**src/rtl/sui_pkg.sv**
```systemverilog
// ---------------------------------------------------------------------------
// sui_pkg: shared types and constants of the set union/intersection engine
// Holds the set capacity, the derived widths, the command, list and status
// codes, the controller state type and the control/status bundles.
// ---------------------------------------------------------------------------
package sui_pkg;

  localparam int SET_CAPACITY = 128;
  localparam int IDX_W = (SET_CAPACITY > 1) ? $clog2(SET_CAPACITY) : 1;
  localparam int CNT_W = $clog2(SET_CAPACITY + 1);
  localparam int VAL_W = 32;
  localparam int POS_W = 8;
  localparam int LEN_W = 9;
  localparam logic [LEN_W-1:0] LEN_MAX = '1;

  typedef enum logic [1:0] {
    CMD_CLEAR = 2'd0,
    CMD_INS_A = 2'd1,
    CMD_INS_B = 2'd2,
    CMD_READ  = 2'd3
  } sui_cmd_t;

  typedef enum logic [1:0] {
    LIST_UNION     = 2'd0,
    LIST_INTER     = 2'd1,
    LIST_A_MINUS_B = 2'd2,
    LIST_B_MINUS_A = 2'd3
  } sui_list_t;

  typedef enum logic [1:0] {
    STAT_OK    = 2'd0,
    STAT_DUP   = 2'd1,
    STAT_FULL  = 2'd2,
    STAT_RANGE = 2'd3
  } sui_status_t;

  typedef enum logic [1:0] {
    S_IDLE,
    S_SCAN,
    S_WALK,
    S_FINISH
  } sui_state_t;

  // Commands from controller to datapath
  typedef struct packed {
    logic load;
    logic scan;
    logic walk;
    logic finish;
  } sui_ctl_t;

  // Status from datapath to controller
  typedef struct packed {
    logic seq_done;
  } sui_sts_t;

  // Clamp a set size to the width of the length field
  function automatic logic [LEN_W-1:0] len_sat(input logic [CNT_W-1:0] n);
    logic [CNT_W+LEN_W-1:0] wide;
    wide = {{LEN_W{1'b0}}, n};
    if (wide > (CNT_W + LEN_W)'(LEN_MAX)) begin
      return LEN_MAX;
    end else begin
      return wide[LEN_W-1:0];
    end
  endfunction

endpackage

```
**src/rtl/sui_ctrl.sv**
```systemverilog
// ---------------------------------------------------------------------------
// sui_ctrl: command sequencer of the set union/intersection engine
// Takes one item at a time and steps the datapath through search, walk
// and finish phases.
// ---------------------------------------------------------------------------
module sui_ctrl (
  input  logic              clk,
  input  logic              rst,
  input  logic              start,
  input  logic [1:0]        command,
  input  sui_pkg::sui_sts_t sts,
  output sui_pkg::sui_ctl_t ctl,
  output logic              busy
);

  sui_pkg::sui_state_t state, state_next;

  // State register
  always_ff @(posedge clk) begin
    if (rst) begin
      state <= sui_pkg::S_IDLE;
    end else begin
      state <= state_next;
    end
  end

  // Next state
  always_comb begin
    state_next = state;
    unique case (state)
      sui_pkg::S_IDLE: begin
        if (start) begin
          unique case (sui_pkg::sui_cmd_t'(command))
            sui_pkg::CMD_CLEAR: state_next = sui_pkg::S_FINISH;
            sui_pkg::CMD_INS_A: state_next = sui_pkg::S_SCAN;
            sui_pkg::CMD_INS_B: state_next = sui_pkg::S_SCAN;
            sui_pkg::CMD_READ:  state_next = sui_pkg::S_WALK;
          endcase
        end
      end
      sui_pkg::S_SCAN: begin
        if (sts.seq_done) state_next = sui_pkg::S_FINISH;
      end
      sui_pkg::S_WALK: begin
        if (sts.seq_done) state_next = sui_pkg::S_FINISH;
      end
      sui_pkg::S_FINISH: state_next = sui_pkg::S_IDLE;
    endcase
  end

  // Outputs
  always_comb begin
    ctl.load   = (state == sui_pkg::S_IDLE) && start;
    ctl.scan   = (state == sui_pkg::S_SCAN);
    ctl.walk   = (state == sui_pkg::S_WALK);
    ctl.finish = (state == sui_pkg::S_FINISH);
    busy       = (state != sui_pkg::S_IDLE);
  end

endmodule

```
**config.mk**
```make
export PLATFORM = sky130hd
export DESIGN_NAME = sui_ctrl
export DESIGN_NICKNAME = d
export VERILOG_FILES = /design/src/rtl/sui_pkg.sv /design/src/rtl/sui_ctrl.sv
export SDC_FILE = /design/constraint.sdc
export NUM_CORES = 1
export LEC_CHECK = 0
export BUFFER_PORTS_ARGS = -buffer_cell sky130_fd_sc_hd__buf_2
export CAP_MARGIN = 20
export CORE_AREA = 2 2 39 41
export CTS_CLUSTER_DIAMETER = 50
export DETAILED_ROUTE_END_ITERATION = 10
export DIE_AREA = 0 0 41 43
export SETUP_SLACK_MARGIN = 0.02
export SLEW_MARGIN = 0
export SYNTH_ARGS = -nofsm -noshare
export SYNTH_HDL_FRONTEND = slang
export SYNTH_SLANG_ARGS = --single-unit
```
**constraint.sdc**
```tcl
create_clock -name clk -period 2 [get_ports clk]
set_clock_uncertainty 0.2 [all_clocks]
set_input_delay 0.4 -clock clk [delete_from_list [all_inputs] [get_ports clk]]
set_output_delay 0.4 -clock clk [all_outputs]
set_load 0.03 [all_outputs]
```
* Yosys cells after proc, flatten, opt, wreduce, memory -nomap -nowiden
Index checks and enable logic that the tools add are counted.
** Word-level totals
- Register bits after elaboration :: 2
- Word-level logic and storage cells :: 20
- Input bits :: 6
- Output and inout port bits :: 5
** Operators by class
- Reductions and logical operators :: 7
- Muxes and demuxes :: 4
- Equality and inequality tests :: 8
** Operators by type and width (count)
- one-hot mux 2 bit (3 select lines) :: 2
- == test 2 bit (second input constant) :: 4
- == test 2 x 1 -> 1 bit (second input constant) :: 2
- logical NOT 2 bit :: 2
- 2-to-1 mux 2 bit :: 2
- OR reduction 2 bit :: 2
- != test 2 x 1 -> 1 bit (second input constant) :: 1
- != test 2 bit (second input constant) :: 1
- AND reduction 2 bit :: 1
- nonzero test 2 bit :: 1
- logical AND 1 bit :: 1

* Logic depth before layout (Yosys ltp)
- Depth after elaboration :: 5
- Mapped depth :: 5
- Mapped depth without buffers :: 5

* Worst setup path before layout
Ideal clock, no wire load.
- Path kind :: reg-to-reg
- From :: reg state[0]
- To :: reg state[0]
- Data arrival time :: 1255 ps
- Path buffers :: 0
- Setup slack :: 415 ps
- Data required time :: 1670 ps
- Cell stages (with the launch flop) :: 6
- Clock period less this slack :: 1585 ps
- Setup time :: 130 ps
- Cells stage by stage :: dfxtp_1 > inv_1 > ha_1 > nor2b_1 > a2111oi_0 > nor3_1
** On the way
- Longest elaborated chain between the ends :: 4
- Elaborated cells between the ends (all ways) :: 9
- Classes of those cells :: 5 x eq/ne; 1 x mux; 3 x reduce/logical
** Ends and longest elaborated chain
- from (decl) :: RTL line sui_ctrl.sv:16 : sui_pkg::sui_state_t state, state_next;
- from (signal assigned) :: RTL line sui_ctrl.sv:21 : state <= sui_pkg::S_IDLE;
- from (signal assigned) :: RTL line sui_ctrl.sv:23 : state <= state_next;
- == test 2 bit or == test 2 x 1 -> 1 bit (tied branches) :: RTL line sui_ctrl.sv:30 : unique case (state)
- OR reduction 2 bit (no line)
- != test 2 x 1 -> 1 bit (no line)
- AND reduction 2 bit (no line)
Several ways; a longest one is shown, not always the timed one.
A chain may end at the register's enable or synchronous reset.

==> results.md <==
Final layout:
- The most common library cell in the layout ignoring fill and taps is buf_2.
- Of the cells placed in the final design, the portion with a size suffix greater than 1 is between 30% and 40%.
- The largest registers in the layout are state (2).
- The area growth from synthesis to final layout is 46.5%.
- The filler cells instantiated in the layout total roughly 160.
- The top cell types in the final layout, fill and taps aside, are buf_2 (10), inv_1 (5), ha_1 (5).
- The count of nets after finishing is 50.
- 0 antenna diodes ended up in the layout.
- The register with the most flip-flops in the layout has 2 of them.
- Counting flops per register, the top entry is state.
- In the final layout, the multi-input gates occupy ~140 sq um.
- The sequential cells in the finished layout cover a total of about 40 sq um.

Pwr:
- The internal power consumption is about 0.22 mW.
- The clock power share is around a fifth.
- Dividing total power by cell area gives a power density of about 1400 nW/um^2.
- The net switching power figure is about 0.2 mW.
- Of the total power, registers draw between 10% and 20%.
- Across the VDD grid, the largest voltage drop is approximately 0.32 mV.
- Per report_power, the combinational group accounts for 61.8% of the total.
- The total power consumption of the routed design is between 0.4 and 0.5 mW.
- For this design the static power due to leakage is about 0.16 nW.
- The switching power as a share of total power is a little under half.

Worst setup path:
- The kind of end point of the critical path is a primary output.
- The signal arrival time at the worst endpoint is 1.24 ns.
- The category of the most critical setup path is reg -> out.
- Of all nets on the critical path, the largest fanout is 7.
- The data required time of the critical path is around 1.4 ns.
- The nature of the critical path startpoint is a flip-flop.

Yosys:
- The main combinational cell family by area after synthesis is adder cells.
- After synthesis the cells add up to ~200 sq um.
- In this run, synthesis produced a sequential element count of 2.
- The portion of the post-synthesis area used by sequential elements is 20.1%.
- After Yosys synthesis, and, or, nand and nor cells account for around 25% of the synthesized area.
- Summing the areas of all compound-gate instances in the mapped netlist gives roughly 14% of the synthesized area.
- The number of warnings reported in the yosys synthesis log is 0.
- After Yosys synthesis, XOR and XNOR cells account for 0% of the synthesized area.
- The post-synthesis share of cell area spent on full adders, half adders and majority gates is a little under a third.
- The multiplexer area fraction after synthesis is 0%.
- After synthesis, the mean cell area works out to 8.29 sq um.
- Counting every instance in the synthesized netlist gives 24.
- The synthesized netlist net count is 35.
- The synthesized netlist contains 11 unique library cells.

Routing:
- The total via count after detailed routing is ~190.
- For this run, the detailed router's first-pass iteration total came to 1.
- The DRC violation count after routing is 0.
- After the first detailed-routing iteration, the DRC count stood at 0.
- The detail-routed net length per standard cell is ~7.3 um.
- The final layout contains routed wiring with a total length of slightly below 400 um.
- The count of nets left with antenna violations once routing finished came out at 0.
- Using the TritonRoute via totals, the vias-per-cell ratio works out to about 3.6.

STA:
- Setup repair after global routing left no endpoint under its margin.
- For the final routed database, the setup TNS stands at 0 ns.
- Across all setup checks in the final design, the least slack found is around 0.16 ns.
- Measured against its own limit, the worst slew margin works out to between 70% and 80%.
- The number of pins with negative max-slew slack in the final report is 0.
- The final hold violation count is 0.
- Of the available clock period, the critical path in the final layout requires about nine tenths.
- For the pin with the worst max-slew slack, the measured transition is roughly 0.42 ns.
- The peak clock frequency supported by timing is approximately 540 MHz.
- The clock period minus worst slack is roughly 1.8 ns.
- The number of setup violations in the final report is 0.

Die:
- 11 I/O pins were placed.
- The floorplan step defined a die boundary enclosing 1760 sq um.
- Once the floorplan was initialized, standard cells occupied between 10 and 15% of the core.
- The chip width is around 40 um.
- The die height is between 40 and 50 um.
- The area of the core is ~1400 sq um.
- The floorplan has 14 rows.

CTS:
- Counting every sink on the clock net gives 2.
- Clock tree synthesis inserted a total of 3 buffers.
- The maximum buffer depth of the clock tree is 2.
- The buffers inserted during post-CTS setup optimization is 0.
- Clock-pin slew was measured on the worst setup and hold paths at approximately 0.030 ns.
- The library cell used as clock root buffer is clkbuf_4.
- TritonCTS built the clock tree.
- The number of instances resized during post-cts repair is 0.
- The number of hold buffers added after cts is 0.
- The insertion delay to the later sink of the worst-skew pair is between 0.2 and 0.25 ns.
- CTS built an H-tree with a depth of 1.

Run status:
- The run finished with clean final reports.

GRT:
- The largest net degree at the start of global routing is 8.
- The number of antenna violations at the first check in global routing is 0.
- The via count of the first global-routing pass is around 170.
- The final global-route overflow total is 0.
- The global-route usage over all layers is between 5 and 6%.
- The first global-routing pass estimated around 630 um of wire.

Job:
- The max capacitance violation total is 0.

Hold path:
- The worst hold path belongs to the class in -> reg.

Placed design:
- At the end of routability-driven placement, the weighted congestion stood at around 0.70.
- The count of buffers added on input and output ports is 10.
- The placement-stage worst setup slack is 0.241 ns.
- The sum of net half-perimeters after detailed placement is 328 um.
power groups by stage:
stage | logic, mW | registers [mW] | clock network (mW)
after floorplan | 0.213 | 0.0694 | 0
after global placement | 0.261 | 0.0734 | 0
after detailed placement | 0.264 | 0.0744 | 0
after CTS | 0.265 | 0.0739 | 0.0930
after global routing | 0.293 | 0.0774 | 0.0940
final | 0.259 | 0.0724 | 0.0878
routing by layer:
| layer | wire [um] | global-route usage (%) |
|---|---|---|
| met1 | 176 | 7.01 |
| met5 | 0 | 0 |
| met3 | 47 | 4.71 |
| met2 | 165 | 5.94 |
| met4 | 0 | 6.00 |
critical path, stage by stage (launching register included):
cell and delay, ns:
dfxtp_1 0.37, inv_1 0.08, ha_1 0.25, and2_1 0.15, buf_2 0.17
metrics by stage:
step	hold slack (ns)	instances	cell area, sq um	utilization (%)
floorplan	0.279	24	199	-
global placement	0.361	50	269	19.4
detailed placement	0.363	50	269	19.4
CTS	0.152	53	292	21.1
global route	0.162	53	292	21.1
finish	0.159	53	292	21.1
cell families (layout without fill, tap and decap cells):
family                   after synthesis  in the layout
flip-flops                             2              2
adder cells (fa/ha/maj)                5              5
buffers and inverters                  5             18
AND/OR/NAND/NOR                        8              8
AO/OA/AOI/OAI                          4              4
cells in the mapped netlist:
| master | n | share of area [%] |
|---|---|---|
| ha_1 | 5 | 31 |
| inv_1 | 5 | 9.4 |
| a2111oi_0 | 2 | 8.8 |
| a21oi_1 | 2 | 5.0 |
| dfxtp_1 | 2 | 20 |
| nor2b_1 | 2 | 6.3 |
| nor3_1 | 2 | 5.0 |
| and2_1 | 1 | 3.1 |
| and2b_1 | 1 | 3.8 |
| nand2b_1 | 1 | 3.1 |
| or2b_1 | 1 | 3.8 |
worst paths after layout:
path	from	end	slack (ns)	cells after the start
min	rst	state[0]$_SDFFE_PP0P_	0.16	2
min reg2reg	state[1]$_SDFFE_PP0P_	state[1]$_SDFFE_PP0P_	0.35	2
max	state[0]$_SDFFE_PP0P_	ctl[3]	0.16	4
max reg2reg	state[0]$_SDFFE_PP0P_	state[0]$_SDFFE_PP0P_	0.26	5
area by class of cell:
| cell class | instances | area share (%) |
|---|---|---|
| multi-input cells | 17 | 48.1 |
| repair buffers | 10 | 17.2 |
| flip-flops and latches | 2 | 13.7 |
| clock buffers | 3 | 7.73 |
| well taps | 16 | 6.87 |
| inverters | 5 | 6.44 |
No activity file was read; power rests on OpenSTA's default activity.
